## src/design/lrupr_pkg.sv

```systemverilog
// Package with the constants, item types and command struct of the LRU page replacement block.
package lrupr_pkg;

  // Frame store geometry.
  localparam int FRAMES     = 8;
  localparam int PAGE_WIDTH = 16;
  localparam int IDX_W      = $clog2(FRAMES);
  localparam int CNT_W      = 4;
  localparam int FAULT_W    = 16;

  // Configuration register map.
  localparam int          ADDR_W       = 3;
  localparam logic [0:0]  REG_FRAMES   = 1'b0;
  localparam logic [CNT_W-1:0] FRAMES_RESET = CNT_W'(8);

  // One page reference.
  typedef struct packed {
    logic [PAGE_WIDTH-1:0] page;
    logic                  last_ref;
  } in_t;

  // One replacement result.
  typedef struct packed {
    logic                  hit;
    logic [2:0]            frame_index;
    logic                  evicted_valid;
    logic [PAGE_WIDTH-1:0] evicted_page;
    logic [FAULT_W-1:0]    fault_count;
    logic                  last_out;
  } out_t;

  // Commands from the controller to the datapath.
  typedef struct packed {
    logic load;
    logic commit;
  } dp_cmd_t;

endpackage

```

## src/design/lrupr_ctrl.sv

```systemverilog
// Controller state machine that sequences lookup and commit of each page reference.
module lrupr_ctrl import lrupr_pkg::*; (
  input  logic    clk_i,
  input  logic    rst_ni,
  input  logic    in_valid_i,
  output logic    in_stall_o,
  output logic    out_valid_o,
  input  logic    out_stall_i,
  output dp_cmd_t cmd_o
);

  localparam logic ST_IDLE = 1'b0;
  localparam logic ST_LOOK = 1'b1;

  logic state_q, state_d;
  logic out_valid_q, out_valid_d;
  logic accept, commit;

  // An item is taken only while no reference is being looked up.
  assign accept = in_valid_i && (state_q == ST_IDLE);
  // The result is committed once the output register is free or being emptied.
  assign commit = (state_q == ST_LOOK) && (!out_valid_q || !out_stall_i);

  always_comb begin
    state_d = state_q;
    unique case (state_q)
      ST_IDLE: begin
        if (accept) state_d = ST_LOOK;
      end
      ST_LOOK: begin
        if (commit) state_d = ST_IDLE;
      end
      default: state_d = ST_IDLE;
    endcase
  end

  // Output valid flag follows loads and takes of the result register.
  always_comb begin
    out_valid_d = out_valid_q;
    if (commit) begin
      out_valid_d = 1'b1;
    end else if (out_valid_q && !out_stall_i) begin
      out_valid_d = 1'b0;
    end
  end

  always_ff @(posedge clk_i or negedge rst_ni) begin
    if (!rst_ni) begin
      state_q     <= ST_IDLE;
      out_valid_q <= 1'b0;
    end else begin
      state_q     <= state_d;
      out_valid_q <= out_valid_d;
    end
  end

  assign in_stall_o   = (state_q != ST_IDLE);
  assign out_valid_o  = out_valid_q;
  assign cmd_o.load   = accept;
  assign cmd_o.commit = commit;

endmodule

```

## src/design/lrupr_dp.sv

```systemverilog
// Datapath with frame store, recency ranks, fault counter and result register.
module lrupr_dp import lrupr_pkg::*; (
  input  logic             clk_i,
  input  logic             rst_ni,
  input  dp_cmd_t          cmd_i,
  input  in_t              in_data_i,
  input  logic [CNT_W-1:0] frames_in_use_i,
  output out_t             out_data_o
);

  in_t                   in_q;
  out_t                  out_q;
  logic [PAGE_WIDTH-1:0] page_q  [FRAMES];
  logic                  valid_q [FRAMES];
  logic [IDX_W-1:0]      rank_q  [FRAMES];
  logic [FAULT_W-1:0]    faults_q;

  logic [CNT_W-1:0]      active;
  logic [FRAMES-1:0]     in_use;
  logic                  hit;
  logic [IDX_W-1:0]      hit_idx;
  logic                  found_empty;
  logic [IDX_W-1:0]      empty_idx;
  logic [IDX_W-1:0]      lru_idx;
  logic [IDX_W-1:0]      sel_idx;
  logic                  evict;
  logic [FAULT_W-1:0]    faults_next;

  // Input item register.
  always_ff @(posedge clk_i) begin
    if (cmd_i.load) in_q <= in_data_i;
  end

  // Clamp the configured frame count to the range 1 to FRAMES.
  always_comb begin
    active = frames_in_use_i;
    if (frames_in_use_i == '0) active = CNT_W'(1);
    if (frames_in_use_i > CNT_W'(FRAMES)) active = CNT_W'(FRAMES);
    for (int i = 0; i < FRAMES; i++) begin
      in_use[i] = (CNT_W'(i) < active);
    end
  end

  // Tag compare, first empty frame and least recent frame over the active frames.
  always_comb begin
    hit         = 1'b0;
    hit_idx     = '0;
    found_empty = 1'b0;
    empty_idx   = '0;
    lru_idx     = '0;
    for (int i = FRAMES - 1; i >= 0; i--) begin
      if (in_use[i] && valid_q[i] && page_q[i] == in_q.page) begin
        hit     = 1'b1;
        hit_idx = IDX_W'(i);
      end
      if (in_use[i] && !valid_q[i]) begin
        found_empty = 1'b1;
        empty_idx   = IDX_W'(i);
      end
    end
    for (int i = 1; i < FRAMES; i++) begin
      if (in_use[i] && rank_q[i] < rank_q[lru_idx]) lru_idx = IDX_W'(i);
    end
    evict   = !hit && !found_empty;
    sel_idx = hit ? hit_idx : (found_empty ? empty_idx : lru_idx);
  end

  // Fault count saturates at its maximum.
  always_comb begin
    faults_next = faults_q;
    if (!hit && faults_q != '1) faults_next = faults_q + FAULT_W'(1);
  end

  // Frame payload, written on a fault.
  always_ff @(posedge clk_i) begin
    if (cmd_i.commit && !hit) page_q[sel_idx] <= in_q.page;
  end

  // Valid bits, ranks and fault count; cleared after the last reference of a string.
  always_ff @(posedge clk_i or negedge rst_ni) begin
    if (!rst_ni) begin
      for (int i = 0; i < FRAMES; i++) begin
        valid_q[i] <= 1'b0;
        rank_q[i]  <= IDX_W'(i);
      end
      faults_q <= '0;
    end else if (cmd_i.commit) begin
      if (in_q.last_ref) begin
        for (int i = 0; i < FRAMES; i++) begin
          valid_q[i] <= 1'b0;
          rank_q[i]  <= IDX_W'(i);
        end
        faults_q <= '0;
      end else begin
        for (int i = 0; i < FRAMES; i++) begin
          if (IDX_W'(i) == sel_idx) begin
            rank_q[i] <= IDX_W'(FRAMES - 1);
          end else if (rank_q[i] > rank_q[sel_idx]) begin
            rank_q[i] <= rank_q[i] - IDX_W'(1);
          end
        end
        valid_q[sel_idx] <= 1'b1;
        faults_q         <= faults_next;
      end
    end
  end

  // Result register.
  always_ff @(posedge clk_i) begin
    if (cmd_i.commit) begin
      out_q.hit           <= hit;
      out_q.frame_index   <= 3'(sel_idx);
      out_q.evicted_valid <= evict;
      out_q.evicted_page  <= evict ? page_q[sel_idx] : '0;
      out_q.fault_count   <= faults_next;
      out_q.last_out      <= in_q.last_ref;
    end
  end

  assign out_data_o = out_q;

endmodule

```

## src/design/lru_page_replacement.sv

```systemverilog
// Top level of the fully associative LRU page replacement block.
//
//   Channel  Direction  Handshake              Payload
//   in       input      in_valid_i/in_stall_o    in_data_i  (page, last_ref)
//   out      output     out_valid_o/out_stall_i  out_data_o (hit .. last_out)
//   cfg      input      APB write/read         frames_in_use at address 0
//
// Each item is handled in two steps: the reference is registered, then the parallel
// tag compare, victim select and update of frames, ranks and fault count run.
// The result register lets the next item enter while a result waits to be taken.
// Reset empties all frames, sets ranks to the frame index and frames_in_use to 8.
// A stalled output holds the lookup stage until the result register frees up.
module lru_page_replacement import lrupr_pkg::*; (
  input  logic              clk_i,
  input  logic              rst_ni,
  input  logic              in_valid_i,
  output logic              in_stall_o,
  input  in_t               in_data_i,
  output logic              out_valid_o,
  input  logic              out_stall_i,
  output out_t              out_data_o,
  input  logic              psel,
  input  logic              penable,
  input  logic              pwrite,
  input  logic [ADDR_W-1:0] paddr,
  input  logic [31:0]       pwdata,
  output logic [31:0]       prdata,
  output logic              pready
);

  logic [CNT_W-1:0] frames_in_use_q;
  dp_cmd_t          cmd;

  // Configuration register.
  always_ff @(posedge clk_i or negedge rst_ni) begin
    if (!rst_ni) begin
      frames_in_use_q <= FRAMES_RESET;
    end else if (psel && penable && pwrite && pready && paddr[2] == REG_FRAMES) begin
      frames_in_use_q <= pwdata[CNT_W-1:0];
    end
  end

  assign pready = 1'b1;
  assign prdata = (paddr[2] == REG_FRAMES) ? {{(32 - CNT_W){1'b0}}, frames_in_use_q} : '0;

  lrupr_ctrl u_ctrl (
    .clk_i       (clk_i),
    .rst_ni      (rst_ni),
    .in_valid_i  (in_valid_i),
    .in_stall_o  (in_stall_o),
    .out_valid_o (out_valid_o),
    .out_stall_i (out_stall_i),
    .cmd_o       (cmd)
  );

  lrupr_dp u_dp (
    .clk_i           (clk_i),
    .rst_ni          (rst_ni),
    .cmd_i           (cmd),
    .in_data_i       (in_data_i),
    .frames_in_use_i (frames_in_use_q),
    .out_data_o      (out_data_o)
  );

endmodule
```

## config.mk

```make
export PLATFORM = sky130hd
export DESIGN_NAME = lru_page_replacement
export DESIGN_NICKNAME = d
export VERILOG_FILES = /design/src/design/lrupr_pkg.sv /design/src/design/lrupr_ctrl.sv /design/src/design/lrupr_dp.sv /design/src/design/lru_page_replacement.sv
export SDC_FILE = /design/constraint.sdc
export NUM_CORES = 1
export LEC_CHECK = 0
export BUFFER_PORTS_ARGS = -buffer_cell sky130_fd_sc_hd__buf_2
export CORE_AREA = 8 8 182 184
export CTS_BUF_LIST = sky130_fd_sc_hd__clkbuf_8 sky130_fd_sc_hd__clkbuf_16
export CTS_CLUSTER_DIAMETER = 50
export DETAILED_ROUTE_END_ITERATION = 7
export DIE_AREA = 0 0 190 192
export PLACE_DENSITY = 0.61
export SYNTH_ARGS = -nofsm -noshare
export SYNTH_HDL_FRONTEND = slang
export SYNTH_SLANG_ARGS = --single-unit
```

## constraint.sdc

```tcl
create_clock -name clk_i -period 15.9 [get_ports clk_i]
set_clock_uncertainty 0.15 [all_clocks]
set_input_delay 0 -clock clk_i [delete_from_list [all_inputs] [get_ports clk_i]]
set_output_delay 0 -clock clk_i [all_outputs]
set_load 0.01 [all_outputs]
```

Yosys cells after proc, flatten, opt, wreduce, memory -nomap -nowiden

Memories as Yosys holds them, arrays and structs flattened. A register that Yosys moved wholly into a read port is not among the register bits.
Cells that the tools add are included.

$add $sub $neg: 9
Magnitude comparators: 32
Reduce and logical (&&, ||, !) cells: 74
Equality and inequality tests: 16
Bitwise logic cells: 10
Muxes and demuxes: 94

Operator list:

| cell                                                                 | number |
|---|---|
| 3-bit 2-to-1 mux                                                     | 52 |
| 16-bit == test                                                       | 8 |
| 3-bit binary-select mux with 3-bit select                            | 7 |
| 1-bit logical AND                                                    | 41 |
| 16-bit 2-to-1 mux                                                    | 2 |
| 4-bit greater-or-equal comparator (second input constant)            | 7 |
| 3-bit > comparator                                                   | 8 |
| 1-bit 2-to-1 mux                                                     | 24 |
| 24-bit 2-to-1 mux                                                    | 1 |
| 3-bit nonzero test                                                   | 8 |
| 3-bit by 1-bit subtractor with 3-bit output (second input constant)  | 8 |
| 3-bit < comparator                                                   | 7 |
| 16-bit by 1-bit adder with 16-bit output (second input constant)     | 1 |
| 3-bit by 4-bit < comparator with 1-bit output (first input constant) | 4 |
| 16-bit != test (second input constant)                               | 1 |
| 3-bit NOT with 4-bit output                                          | 4 |
| 2-bit AND reduction                                                  | 8 |
| 1-bit zero test                                                      | 13 |
| 3-bit == test (first input constant)                                 | 4 |
| 4-bit 2-to-1 mux                                                     | 3 |
| 1-bit by 4-bit < comparator with 1-bit output (first input constant) | 2 |
| 2-bit by 4-bit < comparator with 1-bit output (first input constant) | 2 |
| 8-bit 2-to-1 mux                                                     | 1 |
| 2-bit NOT with 4-bit output                                          | 2 |
| 14 further kinds                                                     | 17 |

Input port bits: 59
Flip-flop bits (word level): 93
Memories: 1
Bits in writable memories: 128

Memories:

| memory      | words | width | read ports | clocked after Yosys merged registers in | wr ports | line           | text |
|---|---|---|---|---|---|---|---|
| u_dp.page_q | 8     | 16    | 9          | 1                                       | 1        | lrupr_dp.sv:13 | `logic [PAGE_WIDTH-1:0] page_q [FRAMES];` |

Logic depth before layout (Yosys ltp)

Gate-level depths: netlist of run 1.

Depth in word-level cells: 58
Gate-level depth with buffers: 70

Hierarchy

A second synthesis of run 1 with hierarchy kept.

Cell total of the unflattened synthesis: 1,388
Area total of the unflattened synthesis: 14,310.0 sq um

By module, submodules not included:

| module               | area each (sq um) | cells an instance | seq. area each (sq um) | times used |
|---|---|---|---|---|
| lrupr_dp             | 13,780.7          | 1,336             | 6,711.4                | 1 |
| lru_page_replacement | 430.4             | 44                | 101.3                  | 1 |
| lrupr_ctrl           | 98.8              | 8                 | 50.0                   | 1 |

Worst setup path after synthesis of run 1

OpenSTA, ideal clock, no wires.

Path kind: register -> register
Start point: register u_dp.rank_q[22] in the netlist's numbering
End point: register u_dp.rank_q[2] in the netlist's numbering
Period minus slack after synthesis: 13.550 ns
Stages on the path, launching flop included: 64
Arrival time: 13.316 ns
Setup slack: 2.350 ns
Setup time: 0.083 ns
Data required time: 15.667 ns
Cells stage by stage: dfrtp_1 > inv_1 > ha_1 > or3b_1 > a211oi_1 > nor2_1 > a21oi_1 > ha_1 > a21o_1 > or3_1 > nand2_1 > o21ai_0 > ha_1 > a21o_1 > nor2_1 > nand2_1 > o21ai_1 > nand2_1 > [28 not listed] > a21oi_1 > ha_1 > a211oi_1 > nor2_1 > nand2b_1 > o211ai_1 > a21oi_1 > clkbuf_1 > buf_1 > mux2i_1 > a211oi_1 > a21oi_1 > ha_1 > a31oi_1 > a21oi_1 > o41ai_2 > nor2_1 > o32a_1

Longest elaborated chain between the ends: 54
Elaborated cells between the ends (all ways): 57
Those cells by class: order compare (8); eq/ne (1); mux (32); bitwise (7); reduce/logical (9)

Ends and longest elaborated chain:

| item                                                 | line           | text |
|---|---|---|
| start: declaration                                   | lrupr_dp.sv:15 | `logic [IDX_W-1:0] rank_q [FRAMES];` |
| start signal: indexed assignment                     | lrupr_dp.sv:84 | `rank_q[i] <= IDX_W'(i);` |
| start signal: indexed assignment                     | lrupr_dp.sv:91 | `rank_q[i] <= IDX_W'(i);` |
| start signal: indexed assignment                     | lrupr_dp.sv:97 | `rank_q[i] <= IDX_W'(FRAMES - 1);` |
| 3-bit < comparator                                   | lrupr_dp.sv:62 | `if (in_use[i] && rank_q[i] < rank_q[lru_idx]) lru_idx = IDX_W'(i);` |
| 1-bit logical AND                                    | lrupr_dp.sv:62 |  |
| 1-bit 2-to-1 mux                                     | lrupr_dp.sv:62 |  |
| 1-bit NOT with 4-bit output (implied by the code)    | lrupr_dp.sv:62 |  |
| 3-bit binary-select mux with 3-bit select            | lrupr_dp.sv:62 |  |
| 3-bit 2-to-1 mux (implied by the code) (2 in series) | lrupr_dp.sv:62 |  |
| 3-bit < comparator                                   | lrupr_dp.sv:62 |  |
| 1-bit logical AND                                    | lrupr_dp.sv:62 |  |
| [36 not listed]                                      | n/a            |  |
| 3-bit 2-to-1 mux (*) (2 in series)                   | lrupr_dp.sv:65 | `sel_idx = hit ? hit_idx : (found_empty ? empty_idx : lru_idx);` |
| via u_dp.sel_idx[1]                                  | lrupr_dp.sv:25 | `logic [IDX_W-1:0] sel_idx;` |
| 3-bit NOT with 4-bit output (implied by the code)    | lrupr_dp.sv:98 | `end else if (rank_q[i] > rank_q[sel_idx]) begin` |
| 3-bit binary-select mux with 3-bit select            | lrupr_dp.sv:98 |  |
| 3-bit 2-to-1 mux (implied by the code) (2 in series) | lrupr_dp.sv:98 |  |
| 3-bit > comparator                                   | lrupr_dp.sv:98 |  |
| 3-bit nonzero test (no source line)                  | n/a            |  |
| 2-bit AND reduction (no source line)                 | n/a            |  |

The timed path passes the listed nets; every way through them passes the cells marked *. The select of a mux whose other input is x is not followed.
A chain may end at the register's enable or synchronous reset.

Worst setup path in the final report of run 1

Start point: register u_dp.rank_q[19] in the netlist's numbering
End point: register u_dp.rank_q[21] in the netlist's numbering

Longest elaborated chain between the ends: 54
Elaborated cells between the ends (all ways): 57
Those cells by class: order compare (8); mux (32); bitwise (7); reduce/logical (10)

Ends and longest elaborated chain:

| item                                                 | line |
|---|---|
| 3-bit < comparator                                   | lrupr_dp.sv:62 |
| 1-bit logical AND                                    | lrupr_dp.sv:62 |
| 1-bit 2-to-1 mux                                     | lrupr_dp.sv:62 |
| 1-bit NOT with 4-bit output (implied by the code)    | lrupr_dp.sv:62 |
| 3-bit binary-select mux with 3-bit select            | lrupr_dp.sv:62 |
| 3-bit 2-to-1 mux (implied by the code) (2 in series) | lrupr_dp.sv:62 |
| 3-bit < comparator                                   | lrupr_dp.sv:62 |
| 1-bit logical AND                                    | lrupr_dp.sv:62 |
| [35 not listed]                                      | n/a |
| 3-bit 2-to-1 mux                                     | lrupr_dp.sv:62 |
| 3-bit 2-to-1 mux (2 in series)                       | lrupr_dp.sv:65 |
| 3-bit NOT with 4-bit output (implied by the code)    | lrupr_dp.sv:98 |
| 3-bit binary-select mux with 3-bit select            | lrupr_dp.sv:98 |
| 3-bit 2-to-1 mux (implied by the code) (2 in series) | lrupr_dp.sv:98 |
| 3-bit > comparator                                   | lrupr_dp.sv:98 |
| 3-bit nonzero test (no source line)                  | n/a |
| 2-bit AND reduction (no source line)                 | n/a |

Parallel ways exist; a longest one is shown, timed or not. The select of a mux whose other input is x is not followed.

==> reports/metrics.yaml, run 1 <==
floorplanning:
  core.rowCount: 64
  die_area_um2: 36500
  initial_core_util_pct: 44.6
  coreArea_um2: 30200
  die_w_um: 190
  num_io_pins: 132
  fp.dieH_um: 192
hold_path:
  worstHoldStart: "out_stall_i"
  min_to: "u_ctrl.out_valid_o"
  whs_path_depth: 4
  hold_path_class: "input pin to register"
synthesis:
  ys_warn_count: 0
  netlist_top_cells_count: "edfxtp_1, xnor2_1, nor2_1"
  postSynth.asyncResetShare_pct: 22.8
  synth_cell_type_count: 82
  syn_area_per_cell_um2: 11.8
  ys_ff_latch: 237
  synth.yosys.seq_area_share_pct: 51.0
  ys.flop_type: "edfxtp_1"
  ys_top_cells_by_area: "edfxtp_1, dfrtp_1, mux4_2"
  yosys.area.top_type_share_pct: 40.8
  syn_inst: 1137
  synth-edff-count: 183
  yosysTopAreaCell: "edfxtp_1"
  yosysMostFrequentCell: "edfxtp_1"
  syn-cell-area_um2: 13500
global_route:
  grt_max_degree: 55
  antenna_found_initial: 0
  grt_usage_pct: 19.9
  grt_first_pass_wirelength_um: 56500
  grt_overflow: 0
  grt_pass1_vias: 9641
layout:
  fin_area_um2: 15700
  area.sequential_um2: 6860
  multi_input_area_um2: 6140
  area_growth_pct: 16.3
  nNetsFinal: 1358
  drive_gt1_share_pct: 17.7
  diodes: 0
  n_fill_cell: 2679
place:
  hpwl_um: 25700
  portBuffers: 72
  placed_area_um2: 14200
  gp_congestion: 0.907
critical_path:
  cp-start-kind: "register"
  crit_family: "compound AO/OA/AOI/OAI gates"
  required_ps: 16200
  crit_top_cell: "ha_1"
  r2r_slack_ps: 1360
  critPathBufInv: 2
  cpPeakStageDelay_ps: 680
  r2r_end: "u_dp.rank_q[21]"
  critical_path_arrival_ps: 14830
  cpMaxStageDelayCell: "a2111oi_1"
  r2r-start: "u_dp.rank_q[19]"
  crit_type: "register to register"
  cp_max_fo: 18
  reg2reg_depth: 56
  worst_setup_path_end_kind: "register"
detailed_routing:
  firstDrtPassIters: 5
  drt_iter0_markers: 938
  routed.top_layer: "met4"
  routed-wl-met2_um: 17500
  met1_length_um: 15500
  wire_per_inst_um: 21.8
  postRouteAntennaNets: 0
  vias: 9757
  drcViolationCount: 0
  drt_wl_total_um: 36700
  routed-wl-met3_um: 2640
  viasPerCell: 5.81
pwr:
  power_density_nw_per_um2: 242
  leakage_nw: 5.81
  peakVddDrop_uv: 170
timing:
  timing.slew.headroom_pct: 33.6
  hold_ws_ps: 99.5
  slew_violations: 0
  post-route-period-util_pct: 91.4
  period_minus_slack_ps: 14540
  setup_viol_count_final: 0
  tightest_slew_ps: 993
  fin_setup_tns_ps: 0
  hold_violations: 0
  clock.fmax_mhz: 68.8
  rsz0062_at_grt: "false"
cts:
  clock-sinks: 237
  numCtsBuffers: 31
  post_cts_buffers: 0
  htreeDepth: 1
  cts_root_buffer: "clkbuf_16"
  cts_buffer_depth: 3
  clkTransAtPathRegs_ps: 60
  cts_tree: "yes"
  clock_latency_ps: 570
outcome:
  status: "completed"
flow_run:
  cap_violations: 0
metal layers:
layer | GRT usage, % | up-vias
li1 | - | 4487
met1 | 26.3 | 4823
met2 | 33.1 | 369
met3 | 3.30 | 78
met4 | 6.46 | 0
met5 | 0 | -
how the worst max path moves through the flow:
stage                    start               to  slack [ps]  cells past startpoint
6_report       u_dp.rank_q[19]  u_dp.rank_q[21]        1360                     56
5_1_grt        u_dp.rank_q[22]  u_dp.rank_q[15]         210                     59
4_1_cts        u_dp.rank_q[19]   u_dp.rank_q[7]        1110                     59
3_5_place_dp   u_dp.rank_q[19]   u_dp.rank_q[7]        1140                     59
3_3_place_gp   u_dp.rank_q[22]  u_dp.rank_q[19]        1280                     59
2_1_floorplan  u_dp.rank_q[22]   u_dp.rank_q[2]        2350                     63
worst register-to-register path, delay by kind of cell (launching register included):
family                   cells  cell delay, ps
AO/OA/AOI/OAI               27            7270
flip-flops                   1             520
multiplexers                 2             660
buffers and inverters        2             440
adder cells (fa/ha/maj)      8            2450
AND/OR/NAND/NOR             17            2910
metrics by stage:
stage               setup WS (ps)  instances  total power, W  util [%]
floorplan                    2350       1164         0.00252         -
global placement             1280       1576         0.00303      47.0
detailed placement           1140       1576         0.00307      47.0
CTS                          1110       1679         0.00376      51.8
global route                  206       1679         0.00404      51.9
finish                       1360       1679         0.00378      51.9
cells by family (layout without fill, tap and decap cells):
logic type | count (synthesis) | count (layout) | synth area share, %
AO/OA/AOI/OAI | 233 | 233 | 12.1
XOR/XNOR | 142 | 142 | 9.24
adder cells (fa/ha/maj) | 39 | 39 | 3.62
buffers and inverters | 121 | 240 | 4.44
flip-flops | 237 | 237 | 51.0
multiplexers | 76 | 76 | 8.88
other | 2 | 29 | 0.0558
AND/OR/NAND/NOR | 287 | 287 | 10.6
cells in the final DEF (no fill, tap or decap), types with 41 or more instances in the layout:
cell type	count
dlygate4sd3_1	47
edfxtp_1	183
inv_1	42
buf_2	72
xor2_1	60
nor2_1	79
a21oi_1	61
nand2_1	69
xnor2_1	82
dfrtp_1	41
report_power, final:
group	switching [W]	total (W)	internal, W
Combinational	0.00135	0.00223	0.000878
Clock	0.000271	0.000660	0.000390
Sequential	0.000120	0.000891	0.000771
cell type report:
class                           instances  share of cell area [%]
Clock buffer                           31                    4.96
Clock inverter                         25                    1.33
Inverter                               40                   0.959
Multi-Input combinational cell        806                    39.3
Sequential cell                       237                    43.8
Tap cell                              396                    3.16
Timing Repair Buffer                  144                    6.51
sequential cells by signal, indices dropped and copies added, names as in the netlist:
register	flops
frames_in_use_q	4
u_dp.valid_q	8
u_dp.in_q	17
u_dp.rank_q	24
u_dp.out_data_o	38
u_dp.faults_q	16
u_ctrl.in_stall_o	1
u_ctrl.out_valid_o	1
u_dp.page_q	128
timing repair:
action	CTS	global route
endpoints found under the setup margin	0	17
endpoints found under the hold margin	103	0
gates resized for setup	0	2
hold buffers	47	0
Note: power is estimated with default switching activity, not from simulation.
==> inputs of run 2 (changes only) <==
--- a/config.mk
+++ b/config.mk
@@ -5,12 +5,13 @@
 export SDC_FILE = /design/constraint.sdc
 export NUM_CORES = 1
 export LEC_CHECK = 0
+export ABC_AREA = 1
 export BUFFER_PORTS_ARGS = -buffer_cell sky130_fd_sc_hd__buf_2
-export CORE_AREA = 8 8 182 184
+export CORE_AREA = 8 8 189 191
 export CTS_BUF_LIST = sky130_fd_sc_hd__clkbuf_8 sky130_fd_sc_hd__clkbuf_16
 export CTS_CLUSTER_DIAMETER = 50
 export DETAILED_ROUTE_END_ITERATION = 7
-export DIE_AREA = 0 0 190 192
+export DIE_AREA = 0 0 197 199
 export PLACE_DENSITY = 0.61
 export SYNTH_ARGS = -nofsm -noshare
 export SYNTH_HDL_FRONTEND = slang
==> run 2 against run 1 <==
  * Setup slack better by 2400 ps
  * Die area grew 7.5%
  * Fmax up 20%
  * First-iteration DRC count up 25%
  * Global-route usage increased by 5.7 points
  * Register-to-register slack improved by 2400 ps
  * Cell area rose by 7.7%
  * Clock-buffer cell count is 8 higher
  * Combinational power increased by 20%
  * Synthesized area up 7.8%
  * Routed wire length up 38%
  * Largest cell class unchanged
==> reports/metrics.yaml, run 2 <==
hold_path:
  hold_path_class: "input pin to asynchronous set/reset pin"  # was input pin to register
critical_path:
  reg2reg_depth: 67  # was 56
  crit_top_cell: "nand2_1"  # was ha_1
  critPathBufInv: 12  # was 2
  critPathCapture: "u_dp.rank_q[22]"  # was u_dp.rank_q[21]
  critical_path_arrival_ps: 12400  # was 14830 ps
  cp_max_fo: 27  # was 18
  cpPeakStageDelay_ps: 770  # was 680 ps
  cpMaxStageDelayCell: "o32ai_1"  # was a2111oi_1
  crit_type: "register to register"  # unchanged
  cp-start-kind: "register"  # unchanged
  r2r_slack_ps: 3770  # was 1360 ps
  required_ps: 16180  # was 16200 ps
  path_depth: 67  # was 56
  timing.critical_path.from: "u_dp.rank_q[23]"  # was u_dp.rank_q[19]
  r2r_end: "u_dp.rank_q[22]"  # was u_dp.rank_q[21]
  worst_setup_path_end_kind: "register"  # unchanged
  r2r-start: "u_dp.rank_q[23]"  # was u_dp.rank_q[19]
  crit_family: "compound AO/OA/AOI/OAI gates"  # unchanged
cts:
  cts_root_buffer: "clkbuf_16"  # unchanged
  ctsResizeCount: 0  # unchanged
  post_cts_buffers: 0  # unchanged
  clock-sinks: 237  # unchanged
  htreeDepth: 2  # was 1
  clock_latency_ps: 550  # was 570 ps
  cts_buffer_depth: 3  # unchanged
  clkTransAtPathRegs_ps: 50  # was 60 ps
  numCtsBuffers: 36  # was 31
  cts_tree: "yes"  # unchanged
  cts_hold_buf: 40  # was 47
global_route:
  grt_pass1_vias: 12300  # was 9641
  grt_first_pass_wirelength_um: 75100  # was 56500 µm
  grt_max_degree: 79  # was 55
  antenna_found_initial: 0  # unchanged
  grt_overflow: 0  # unchanged
  grt_usage_pct: 25.6  # was 19.9%
place:
  hpwl_um: 36300  # was 25700 µm
  gp_congestion: 0.955  # was 0.907
  placed_cells: 2227  # was 1576
  portBuffers: 72  # unchanged
layout:
  layout_common_cells: "nand2_1, inv_1, edfxtp_1"  # was edfxtp_1, xnor2_1, nor2_1
  nNetsFinal: 1955  # was 1358
  drive_gt1_share_pct: 13.0  # was 17.7%
  area_growth_pct: 16.2  # was 16.3%
  multi_input_area_um2: 6350  # was 6140 µm²
  n_fill_cell: 3202  # was 2679
  instances_no_fill: 2331  # was 1679
  final_common_cell: "nand2_1"  # was edfxtp_1
  max_flop_register: "u_dp.page_q"  # unchanged
  largest_reg_flops: 128  # unchanged
  area.sequential_um2: 6860  # unchanged
  diodes: 0  # unchanged
detailed_routing:
  viasPerCell: 5.55  # was 5.81
  drt_wl_total_um: 50600  # was 36700 µm
  wire_per_inst_um: 21.7  # was 21.8 µm
  drcViolationCount: 0  # unchanged
  drt_iter0_markers: 1173  # was 938
  vias: 12900  # was 9757
  firstDrtPassIters: 6  # was 5
  postRouteAntennaNets: 0  # unchanged
synthesis:
  syn-cell-area_um2: 14500  # was 13500 µm²
  netlist_top_cells_count: "nand2_1, inv_1, edfxtp_1"  # was edfxtp_1, xnor2_1, nor2_1
  syn_inst: 1729  # was 1137
  postSynth.asyncResetShare_pct: 22.8  # unchanged
  ys_top_cells_by_area: "edfxtp_1, nand2_1, dfrtp_1"  # was edfxtp_1, dfrtp_1, mux4_2
  ys_ff_latch: 237  # unchanged
  yosysTopAreaCell: "edfxtp_1"  # unchanged
  ys.flop_type: "edfxtp_1"  # unchanged
  ys_warn_count: 0  # unchanged
  syn_area_per_cell_um2: 8.39  # was 11.8 µm²
  synth.yosys.seq_area_share_pct: 47.3  # was 51.0%
  yosys.area.top_type_share_pct: 37.9  # was 40.8%
  synth-edff-count: 183  # unchanged
  yosysMostFrequentCell: "nand2_1"  # was edfxtp_1
  synth_cell_type_count: 53  # was 82
floorplanning:
  die_area_um2: 39200  # was 36500 µm²
  coreArea_um2: 32900  # was 30200 µm²
  core.rowCount: 67  # was 64
  die_w_um: 197  # was 190 µm
  num_io_pins: 132  # unchanged
  initial_core_util_pct: 44.2  # was 44.6%
  fp.dieH_um: 199  # was 192 µm
pwr:
  leakage_nw: 7.45  # was 5.81 nW
  peakVddDrop_uv: 280  # was 170 µV
  power_density_nw_per_um2: 255  # was 242 nW/µm²
timing:
  hold_violations: 0  # unchanged
  setup_viol_count_final: 0  # unchanged
  post-route-period-util_pct: 76.3  # was 91.4%
  period_minus_slack_ps: 12130  # was 14540 ps
  fin_setup_tns_ps: 0  # unchanged
  rsz0062_at_grt: "false"  # unchanged
  timing.slew.headroom_pct: 15.7  # was 33.6%
  clock.fmax_mhz: 82.5  # was 68.8 MHz
  slew_violations: 0  # unchanged
  tightest_slew_ps: 1230  # was 993 ps
outcome:
  status: "completed"  # unchanged
flow_run:
  cap_violations: 0  # unchanged
run 2: changes by cell type in the layout (fill, tap and decap cells not counted), moves of 29 or more:
cell | before | now
xnor2_1 | 82 | 18
nand3_1 | 22 | 87
nor3_1 | 14 | 51
o21ai_0 | 33 | 62
mux4_2 | 33 | 0
nand4_1 | 25 | 67
nor2_1 | 79 | 150
nand2_1 | 69 | 369
inv_1 | 42 | 254
o22ai_1 | 3 | 45
nand2_2 | 0 | 30
run 2: per-layer routing:
layer / wire (µm) / share of wire, % / GRT usage [%]
met1: 20200 / 40 / 32.3
met2: 23700 / 47 / 42.1
met3: 4530 / 9.0 / 5.85
met4: 2070 / 4.1 / 10.5
met5: 0 / 0 / 0
run 2: cells by family after synthesis:
family | Yosys count | synth area share, %
AOI/OAI and AO/OA | 218 | 9.44
xor gates and xnor gates | 56 | 3.38
adders and majority gates | 39 | 3.36
buffers and inverters | 340 | 9.68
DFF | 237 | 47.3
other | 2 | 0.0517
and+or+nand+nor | 837 | 26.8
run 2: worst min path at each step:
stage	to	from
3_3_place_gp	u_dp.in_q[5]	in_data_i[5]
4_1_cts	u_dp.in_q[1]	in_data_i[1]
2_1_floorplan	frames_in_use_q[0]	rst_ni
5_1_grt	u_dp.in_q[6]	in_data_i[6]
3_5_place_dp	u_dp.in_q[5]	in_data_i[5]
6_report	u_dp.faults_q[9]	rst_ni
run 2: where the power goes:
| part | internal [W] | switching [W] |
|---|---|---|
| Sequential | 0.000773 | 0.000100 |
| Clock | 0.000453 | 0.000300 |
| Combinational | 0.000873 | 0.00180 |
| Total | 0.00210 | 0.00220 |
run 2: tightest hold or removal path, cell delays in order:
cell,delay [ps]
dlygate4sd3_1,530
buf_2,100
buf_4,580
run 2: final cells by class:
cell class,instances,share of cell area (%)
inverters,266,5.93
multi-input cells,1179,37.7
well taps,448,3.32
clock inverters,25,1.11
repair buffers,137,5.63
clock buffers,39,5.66
flip-flops and latches,237,40.7
run 2: metrics by stage:
stage	power (W)	worst slack [ps]	area [µm²]	hold WS (ps)	utilization, %
floorplan	0.00285	5640	14600	-446	-
global placement	0.00346	4000	15300	26.8	46.6
detailed placement	0.00350	4010	15300	28.1	46.6
CTS	0.00428	3960	16900	0.205	51.3
global route	0.00466	2840	16900	12.1	51.3
finish	0.00430	3770	16900	21.1	51.3
